File: config.mk
export PLATFORM = sky130hd
export DESIGN_NAME = macro_name_text_parser_unit
export DESIGN_NICKNAME = d
export VERILOG_FILES = /design/src/mntp_pkg.sv /design/src/mntp_parser.sv /design/src/macro_name_text_parser_unit.sv
export SDC_FILE = /design/constraint.sdc
export NUM_CORES = 1
export LEC_CHECK = 0
export ABC_CLOCK_PERIOD_IN_PS = 3300
export BUFFER_PORTS_ARGS = -buffer_cell sky130_fd_sc_hd__buf_2
export CAP_MARGIN = 40
export CORE_MARGIN = 5
export CORE_UTILIZATION = 50
export DETAILED_ROUTE_END_ITERATION = 10
export GPL_TIMING_DRIVEN = 0
export PLACE_DENSITY = 0.81
export RECOVER_POWER = 25
export SYNTH_ARGS = -nofsm -noshare
export SYNTH_HDL_FRONTEND = slang
export SYNTH_SLANG_ARGS = --single-unit
File: constraint.sdc
create_clock -name i_clk -period 3.3 [get_ports i_clk]
set_clock_uncertainty 0.1 [all_clocks]
set_input_delay 0.66 -clock i_clk [delete_from_list [all_inputs] [get_ports i_clk]]
set_output_delay 0.66 -clock i_clk [all_outputs]
set_load 0.1 [all_outputs]
File: src/mntp_pkg.sv
// ----------------------------------------------------------------------------
// mntp_pkg: shared types and constants for the macro name text parser
// Parser modes, action codes, character codes and the slot lookup.
// ----------------------------------------------------------------------------
package mntp_pkg;

    typedef enum logic [2:0] {
        MODE_ID    = 3'b001,
        MODE_NAME  = 3'b010,
        MODE_VALUE = 3'b100
    } t_mode;

    typedef enum logic [1:0] {
        ACT_NONE   = 2'd0,
        ACT_CLEAR  = 2'd1,
        ACT_APPEND = 2'd2
    } t_action;

    typedef struct packed {
        t_action    action;
        logic [2:0] slot;
        logic [7:0] char_out;
    } t_result;

    localparam logic [2:0] NO_SLOT     = 3'd6;
    localparam logic [2:0] ID_TOO_LONG = 3'd4;
    localparam logic [2:0] ID_MAX      = 3'd3;

    localparam logic [7:0] CH_EQ    = 8'h3D;
    localparam logic [7:0] CH_USCORE = 8'h5F;
    localparam logic [7:0] CH_G     = 8'h67;
    localparam logic [7:0] CH_V     = 8'h76;
    localparam logic [7:0] CH_I     = 8'h69;
    localparam logic [7:0] CH_ONE   = 8'h31;
    localparam logic [7:0] CH_TWO   = 8'h32;
    localparam logic [7:0] CH_SP    = 8'h20;
    localparam logic [7:0] CH_CR    = 8'h0D;
    localparam logic [7:0] CH_LF    = 8'h0A;
    localparam logic [7:0] CH_TAB   = 8'h09;

    function automatic logic is_space(input logic [7:0] c);
        return (c == CH_SP) || (c == CH_CR) || (c == CH_LF) || (c == CH_TAB);
    endfunction

    function automatic logic [2:0] slot_of_id(input logic [23:0] id, input logic [2:0] cnt);
        logic [7:0] a;
        logic [7:0] b;
        logic [7:0] c;
        logic [2:0] s;
        a = id[7:0];
        b = id[15:8];
        c = id[23:16];
        s = NO_SLOT;
        if (cnt == 3'd1) begin
            if (a == CH_I) s = 3'd0;
            else if (a == CH_V) s = 3'd4;
        end else if (cnt == 3'd2) begin
            if (a == CH_I && b == CH_I) s = 3'd1;
            else if (a == CH_I && b == CH_V) s = 3'd3;
            else if (a == CH_G && b == CH_ONE) s = 3'd4;
            else if (a == CH_G && b == CH_TWO) s = 3'd5;
            else if (a == CH_V && b == CH_I) s = 3'd5;
        end else if (cnt == 3'd3) begin
            if (a == CH_I && b == CH_I && c == CH_I) s = 3'd2;
        end
        return s;
    endfunction

endpackage

File: src/mntp_parser.sv
// ----------------------------------------------------------------------------
// mntp_parser: parser state machine
// Holds mode, identifier and current slot; decodes one character per enable.
// ----------------------------------------------------------------------------
module mntp_parser (
    input  logic              i_clk,
    input  logic              i_rst_n,
    input  logic              i_en,
    input  logic              i_start_req,
    input  logic [7:0]        i_char_in,
    output mntp_pkg::t_result o_result
);
    import mntp_pkg::*;

    t_mode       r_mode,  n_mode;
    logic [23:0] r_id,    n_id;
    logic [2:0]  r_cnt,   n_cnt;
    logic [2:0]  r_slot,  n_slot;

    t_mode       e_mode;
    logic [23:0] e_id;
    logic [2:0]  e_cnt;
    logic [2:0]  e_slot;
    logic [2:0]  map_slot;

    always_comb begin
        e_mode = i_start_req ? MODE_ID : r_mode;
        e_id   = i_start_req ? 24'd0   : r_id;
        e_cnt  = i_start_req ? 3'd0    : r_cnt;
        e_slot = i_start_req ? NO_SLOT : r_slot;
        map_slot = slot_of_id(e_id, e_cnt);

        n_mode = e_mode;
        n_id   = e_id;
        n_cnt  = e_cnt;
        n_slot = e_slot;
        o_result = '{action: ACT_NONE, slot: 3'd0, char_out: 8'd0};

        unique case (e_mode)
            MODE_NAME: begin
                if (is_space(i_char_in)) begin
                    n_mode = MODE_ID;
                end else if (i_char_in == CH_USCORE) begin
                    n_mode = MODE_VALUE;
                end else if (e_slot < NO_SLOT) begin
                    o_result = '{action: ACT_APPEND, slot: e_slot, char_out: i_char_in};
                end
            end
            MODE_VALUE: begin
                if (is_space(i_char_in)) n_mode = MODE_ID;
            end
            default: begin
                n_mode = MODE_ID;
                if (is_space(i_char_in)) begin
                    n_mode = MODE_ID;
                end else if (i_char_in == CH_EQ) begin
                    n_slot = map_slot;
                    n_id   = 24'd0;
                    n_cnt  = 3'd0;
                    n_mode = MODE_NAME;
                    if (map_slot < NO_SLOT) begin
                        o_result = '{action: ACT_CLEAR, slot: map_slot, char_out: 8'd0};
                    end
                end else if (e_cnt < ID_MAX) begin
                    case (e_cnt[1:0])
                        2'd0:    n_id[7:0]   = i_char_in;
                        2'd1:    n_id[15:8]  = i_char_in;
                        default: n_id[23:16] = i_char_in;
                    endcase
                    n_cnt = e_cnt + 3'd1;
                end else begin
                    n_cnt = ID_TOO_LONG;
                end
            end
        endcase
    end

    always_ff @(posedge i_clk) begin
        if (!i_rst_n) begin
            r_mode <= MODE_ID;
            r_id   <= 24'd0;
            r_cnt  <= 3'd0;
            r_slot <= NO_SLOT;
        end else if (i_en) begin
            r_mode <= n_mode;
            r_id   <= n_id;
            r_cnt  <= n_cnt;
            r_slot <= n_slot;
        end
    end

endmodule

File: src/macro_name_text_parser_unit.sv
// ----------------------------------------------------------------------------
// macro_name_text_parser_unit: preset text macro name parser
// Turns a stream of text characters into slot clear/append events.
// ----------------------------------------------------------------------------
// Input channel: i_in_valid / o_in_ready carry one character (i_char_in) and
// a start flag (i_start_req) that restarts parsing before that character.
// Output channel: o_out_valid / i_out_ready carry one event per character:
// o_action (none, clear, append), o_slot and o_char_out.
// Each item is loaded into the input register when it is accepted and is
// then decoded into the result register, which holds its event.
// Throughput: one item per cycle while the receiver is ready; the parser
// state loop is one short decode step, so it never limits the rate.
// When the receiver stalls, the pipeline holds and o_in_ready drops once
// both registers are full; the input register still fills while the
// result waits.
// Reset: synchronous, active low; empties both registers and returns the
// parser to identifier mode with no slot selected.
// ----------------------------------------------------------------------------
module macro_name_text_parser_unit (
    input  logic       i_clk,
    input  logic       i_rst_n,
    input  logic       i_in_valid,
    output logic       o_in_ready,
    input  logic       i_start_req,
    input  logic [7:0] i_char_in,
    output logic       o_out_valid,
    input  logic       i_out_ready,
    output logic [1:0] o_action,
    output logic [2:0] o_slot,
    output logic [7:0] o_char_out
);
    import mntp_pkg::*;

    logic       r_in_valid;
    logic       r_start;
    logic [7:0] r_char;
    logic       r_out_valid;
    t_result    r_res;
    t_result    n_res;
    logic       adv;

    assign adv        = !r_out_valid || i_out_ready;
    assign o_in_ready = !r_in_valid || adv;

    mntp_parser u_parser (
        .i_clk       (i_clk),
        .i_rst_n     (i_rst_n),
        .i_en        (adv && r_in_valid),
        .i_start_req (r_start),
        .i_char_in   (r_char),
        .o_result    (n_res)
    );

    always_ff @(posedge i_clk) begin
        if (!i_rst_n) begin
            r_in_valid  <= 1'b0;
            r_out_valid <= 1'b0;
        end else begin
            if (o_in_ready) r_in_valid <= i_in_valid;
            if (adv) r_out_valid <= r_in_valid;
        end
    end

    always_ff @(posedge i_clk) begin
        if (o_in_ready && i_in_valid) begin
            r_start <= i_start_req;
            r_char  <= i_char_in;
        end
        if (adv && r_in_valid) r_res <= n_res;
    end

    assign o_out_valid = r_out_valid;
    assign o_action    = r_res.action;
    assign o_slot      = r_res.slot;
    assign o_char_out  = r_res.char_out;

endmodule
# Word-level counts from Yosys, hierarchy flattened
# Cells that the tools add are included.
dict set report totals {
  ff_bits 57
  word_cells 95
  out_inout_bits 15
  inputBits 13
}
dict set report classes {
  n_addsub 1
  order_cmp 3
  mux 42
  eq_ne 20
  reduce_logical 18
}
# cell n
set ops {}
lappend ops {{$mux 24} 5}
lappend ops {{$mux 3} 23}
lappend ops {{$mux 13} 5}
lappend ops {{$eq 8x7->1 const B} 7}
lappend ops {{$eq 8x6->1 const B} 4}
lappend ops {{$pmux 13 s2} 1}
lappend ops {{$eq 8x4->1 const B} 3}
lappend ops {{$mux 8} 3}
lappend ops {{$mux 12} 1}
lappend ops {{$eq 3x2->1 const B} 3}
lappend ops {{$logic_and 1x1->1} 8}
lappend ops {{$lt 3x3->1 const B} 2}
lappend ops {{$mux 2} 3}
lappend ops {{$pmux 3 s2} 1}
lappend ops {{$logic_or 1x1->1} 5}
lappend ops {{$reduce_or 2->1} 2}
lappend ops {{$add 3x1->3 const B} 1}
lappend ops {{$eq 3x1->1 const B} 1}
lappend ops {{$eq 3x3->1 const B} 1}
lappend ops {{$lt 3x2->1 const B} 1}
lappend ops {{$eq 2x1->1 const B} 1}
lappend ops {{$logic_not 1->1} 2}
lappend ops {{$logic_not 2->1} 1}

# Logic depth before layout (Yosys ltp)
dict set report depth {
  depth_word 15
  mapped_depth 12
  ltp_nobuf 10
}

# By module
# A second synthesis with hierarchy kept.
dict set report unflattened {
  cells_unflattened 254
  hier_area_um2 2723.9
}
# module area_per_inst_um2 instances seq_area_each_um2 cells_each
set by_module_without_submodules {}
lappend by_module_without_submodules {mntp_parser 1959.4 1 660.6 223}
lappend by_module_without_submodules {macro_name_text_parser_unit 764.5 1 700.7 31}

# Worst setup path after synthesis
# Ideal clock, no wire load.
dict set report synth_path {
  kind {register to register}
  startpoint {reg r_out_valid, in the netlist o_out_valid}
  endpoint {reg r_char[0], enable pin}
  t_required_ns 2.915
  n_path_buf 0
  setup_time_ns 0.285
  synth_period_minus_slack_ns 2.712
  path_stages_with_launch 4
  arrival_ns 2.328
  slack_ns 0.588
  cell_sequence {dfxtp_1 nor2b_1 nand2_1 and2_1}
}
dict set report synth_via {
  elab_chain_cells 4
}
# item line
set synth_lines {}
lappend synth_lines {{start, declared} macro_name_text_parser_unit.sv:37} ;# logic r_out_valid;
lappend synth_lines {{start signal, assigned} macro_name_text_parser_unit.sv:60} ;# if (adv) r_out_valid <= r_in_valid;
lappend synth_lines {{$logic_not 1->1} macro_name_text_parser_unit.sv:42} ;# assign adv = !r_out_valid || i_out_ready;
lappend synth_lines {{$logic_or 1x1->1} macro_name_text_parser_unit.sv:42}
lappend synth_lines {{$logic_or 1x1->1} macro_name_text_parser_unit.sv:43} ;# assign o_in_ready = !r_in_valid || adv;
lappend synth_lines {{via o_in_ready} macro_name_text_parser_unit.sv:23} ;# output logic o_in_ready,
lappend synth_lines {{$logic_and 1x1->1} macro_name_text_parser_unit.sv:65} ;# if (o_in_ready && i_in_valid) begin
lappend synth_lines {{end signal, assigned} macro_name_text_parser_unit.sv:67} ;# r_char <= i_char_in;
lappend synth_lines {{end, declared} macro_name_text_parser_unit.sv:36} ;# logic [7:0] r_char;
# The timed path passes the listed nets, and every way through them passes these cells.
# A chain may end at the register's enable or synchronous reset.

# Worst setup path in the final report
dict set report layout_path {
  startpoint {in i_out_ready}
  endpoint {reg u_parser.r_id[2]}
}
dict set report layout_via {
  elab_chain_cells 2
}
# item line
set layout_lines {}
lappend layout_lines {{start, declared} macro_name_text_parser_unit.sv:27} ;# input logic i_out_ready,
lappend layout_lines {{$logic_or 1x1->1} macro_name_text_parser_unit.sv:42}
lappend layout_lines {{$logic_and 1x1->1} macro_name_text_parser_unit.sv:48} ;# .i_en (adv && r_in_valid),
lappend layout_lines {{via u_parser.i_en} mntp_parser.sv:8} ;# input logic i_en,
lappend layout_lines {{end signal, assigned} mntp_parser.sv:86} ;# r_id <= n_id;
lappend layout_lines {{end, declared} mntp_parser.sv:16} ;# logic [23:0] r_id, n_id;
# The timed path passes the listed nets, and every way through them passes these cells.

==> flow_metrics.env <==
export IMPL_power_per_cell_area_nw_per_um2=492
export IMPL_grt_setup_unrepaired="no"
export IMPL_core_area_um2=5170
export IMPL_number_of_max_cap_violations=0
export IMPL_critical_path_buf_inv_count=3
export IMPL_timing_final_max_slew_violations=0
export IMPL_timing_setup_tns_ps=0
export IMPL_cts_root_to_sink_buffers=2
export IMPL_grt_residual_overflow=0
export IMPL_synth_main_ff_cell="dfxtp_1"
export IMPL_die_h_um=83.2
export IMPL_postRouteAntennaNets=0
export IMPL_global_route_usage_total_pct=17.5
export IMPL_cts_setup_buffers=0
export IMPL_port_buffer_count=27
export IMPL_path_max_fanout=22
export IMPL_hold_path_class="register to register"
export IMPL_critical_path_top_delay_family="compound AO/OA/AOI/OAI gates"
export IMPL_clock_insertion_delay_at_the_later_pin_of_the_skew_report_ps=340
export IMPL_synth_sequential_area_ratio_pct=50.8
export IMPL_fin_nets=292
export IMPL_place_gp_congestion=0.937
export IMPL_worst_slew_pin_tran_ps=753
export IMPL_worst_ir_drop_vdd_uv=377
export IMPL_critical_path_endpoint_type="register"
export IMPL_tritoncts_num_buffers=9
export IMPL_ios=28
export IMPL_setup_viol_count_final=0
export IMPL_fp_row_count=26
export IMPL_relSlewSlack_pct=49.8
export IMPL_fmax_mhz=396
export IMPL_clk_pin_slew_ps=60
export IMPL_cpMaxStageDelayCell="a21boi_1"
export IMPL_synthesis_yosys_warnings=0
export IMPL_hold_buffers=0
export IMPL_timing_hold_violations_final=0
export IMPL_netlist_instances=236
export IMPL_initial_core_util_pct=51.8
export IMPL_worstSetupPathDepth=7
export IMPL_wl_per_cell_um=16.0
export IMPL_firstDrtPassIters=5
export IMPL_fin_crit_ps=2530
export IMPL_rr_worst_depth=12
export IMPL_postSynthRegisterBits=57
export IMPL_hold_path_cell_count=1
export IMPL_leakagePower_nw=1.16
export IMPL_cts_sink_count=57
export IMPL_vias=2024
export IMPL_num_antenna_cells=0
export IMPL_ctsRootBufferMaster="clkbuf_8"
export IMPL_yosysUniqueCellTypes=59
export IMPL_drt_iter0_markers=135
export IMPL_ys_async_sr_fraction_pct=0
export IMPL_drc=0
export IMPL_cts_tree="yes"
export IMPL_cts_repair_resized=0
export IMPL_post_drt_via_cell_ratio=5.80
export IMPL_wl_um=5600
export IMPL_area_growth_syn_to_layout_pct=15.3
export IMPL_detailed_place_hpwl_um=4020
export IMPL_crit_path_start_kind="input port"
export IMPL_post_route_period_util_pct=76.5
export IMPL_worst_ep_required_ps=3480
export IMPL_critical_path_max_stage_delay_ps=670
export IMPL_ctsHtreeMaxLevel=3
export IMPL_worst_endpoint_arrival_ps=2710
export IMPL_layout_drive_gt1_share_pct=23.3
export IMPL_timing_critical_path_cells="buf_2 > nor2b_1 > nand2b_1 > clkbuf_1 > inv_1 > a21boi_1 > a22o_1"
export IMPL_floorplan_die_width_um=83.2
export IMPL_grt_start_max_net_pins=23
export IMPL_setup_worst_path_class="input port to register"
export IMPL_postSynthNetCount=254
export IMPL_grt_pass1_wl_um=9620
export IMPL_run_status="finished, final reports clean"
export IMPL_grt_pass1_vias=1992
export IMPL_synthesis_area_per_instance_um2=11.4
export IMPL_post_synthesis_cell_area_um2=2680
export IMPL_initial_antenna_violation_count=0
export IMPL_synth_edff_count=22
export IMPL_hold_worst_slack_ps=370
export IMPL_floorplan_die_area_um2=6930
==> layout make-up <==
type | instances | area [µm²]
Fill cell | 457 | 2080
Sequential cell | 57 | 1360
Multi-Input combinational cell | 167 | 1240
Clock buffer | 12 | 166
Timing Repair Buffer | 27 | 135
Tap cell | 70 | 87.6
Buffer | 7 | 60.1
Clock inverter | 4 | 25.0
Inverter | 5 | 18.8
==> power by group <==
group / internal, mW / total [mW] / switching (mW) / leakage (nW)
Clock: 0.335 / 0.608 / 0.272 / 0.0935
Sequential: 0.754 / 0.776 / 0.0223 / 0.497
Combinational: 0.0399 / 0.138 / 0.0984 / 0.569
Total: 1.13 / 1.52 / 0.393 / 1.16
==> flip-flops by register name, indices dropped and copies added (netlist names) <==
register,flops
u_parser.r_slot,3
r_in_valid,1
o_out_valid,1
o_slot,3
r_char,8
u_parser.r_cnt,3
u_parser.r_id,24
r_start,1
o_action,2
o_char_out,8
u_parser.r_mode,3
==> cell usage after synthesis, types with 2 or more instances <==
master / number / share of area [%]
edfxtp_1: 22 / 25
o21ai_0: 10 / 1.9
nand2_1: 18 / 2.5
nor2b_1: 6 / 1.4
nor4bb_1: 3 / 1.1
and2b_2: 2 / 0.65
nor2_1: 10 / 1.4
buf_6: 4 / 1.7
and3_1: 8 / 1.9
ha_1: 5 / 2.3
a22oi_1: 4 / 1.1
o31ai_2: 2 / 0.93
nor3b_1: 4 / 1.1
o21a_1: 4 / 1.1
nor3_1: 5 / 0.93
o2111ai_1: 2 / 0.65
or4_1: 2 / 0.56
and4bb_2: 2 / 0.93
nand3b_1: 2 / 0.56
dfxtp_1: 35 / 26
nand2b_1: 4 / 0.93
nand4b_1: 2 / 0.65
a21boi_0: 2 / 0.56
a31o_2: 2 / 0.65
buf_4: 2 / 0.56
nor4b_1: 4 / 1.3
a32o_1: 8 / 3.0
and2_1: 6 / 1.4
a2111oi_4: 2 / 2.1
a21o_1: 2 / 0.56
and2_2: 2 / 0.56
inv_1: 4 / 0.56
a22o_1: 16 / 5.2
nand4_1: 3 / 0.70
a21oi_1: 3 / 0.56
==> worst register-to-register path: stages, from the launching register on <==
cell	delay [ps]
edfxtp_1	380
buf_6	160
buf_6	140
nand2b_1	190
inv_1	110
ha_1	150
ha_1	160
nand4b_1	100
nor3_1	130
nand2_1	80
o221ai_1	140
and3_1	280
o31ai_1	110
==> cell usage in the layout, fill, tap and decap left out, types with 3 or more instances in the layout <==
cell and n:
a21oi_1 3, a22o_1 16, a22oi_1 4, a32o_1 8, and2_1 5, and3_1 8
buf_2 27, buf_6 4, clkbuf_1 3, clkbuf_8 10, dfxtp_1 35, edfxtp_1 22
ha_1 5, inv_1 5, nand2_1 18, nand2b_1 4, nand4_1 3, nor2_1 10
nor2b_1 6, nor3_1 5, nor3b_1 4, nor4b_1 4, nor4bb_1 3, o21a_1 4
o21ai_0 10
==> cells by family after synthesis <==
kind of cell | share of synthesized area [%]
AOI/OAI and AO/OA | 21.3
xor gates and xnor gates | 0.653
adders and majority gates | 2.33
buffers and inverters | 3.08
DFF | 50.8
and+or+nand+nor | 21.8
==> stage by stage <==
step	setup WS [ps]	std cells	power (mW)	instance area [µm²]	util (%)
after global routing	580	349	1.59	3090	59.8
final	774	349	1.52	3090	59.8
after CTS	803	349	1.53	3100	59.8
after detailed placement	826	333	0.930	2900	56.1
after floorplan	588	236	0.894	2680	-
after global placement	825	333	0.927	2900	56.1
==> path summary, 6_finish.rpt <==
| check | from | end | slack (ps) |
|---|---|---|---|
| worst max-delay path | i_out_ready | u_parser.r_id[2] | 770 |
| worst min-delay path | u_parser.r_id[6] | u_parser.r_id[6] | 370 |
| worst max register to register | r_start | o_slot[2] | 800 |
| worst min register to register | u_parser.r_id[6] | u_parser.r_id[6] | 370 |
==> layer usage <==
layer / track usage [%] / vias up / wire (µm)
met5: 0 / - / 0
met4: 7.58 / 0 / 87
met3: 5.64 / 11 / 366
met2: 28.1 / 62 / 2700
met1: 21.5 / 954 / 2450
li1: - / 997 / -
Note: power is estimated with default switching activity, not from simulation.
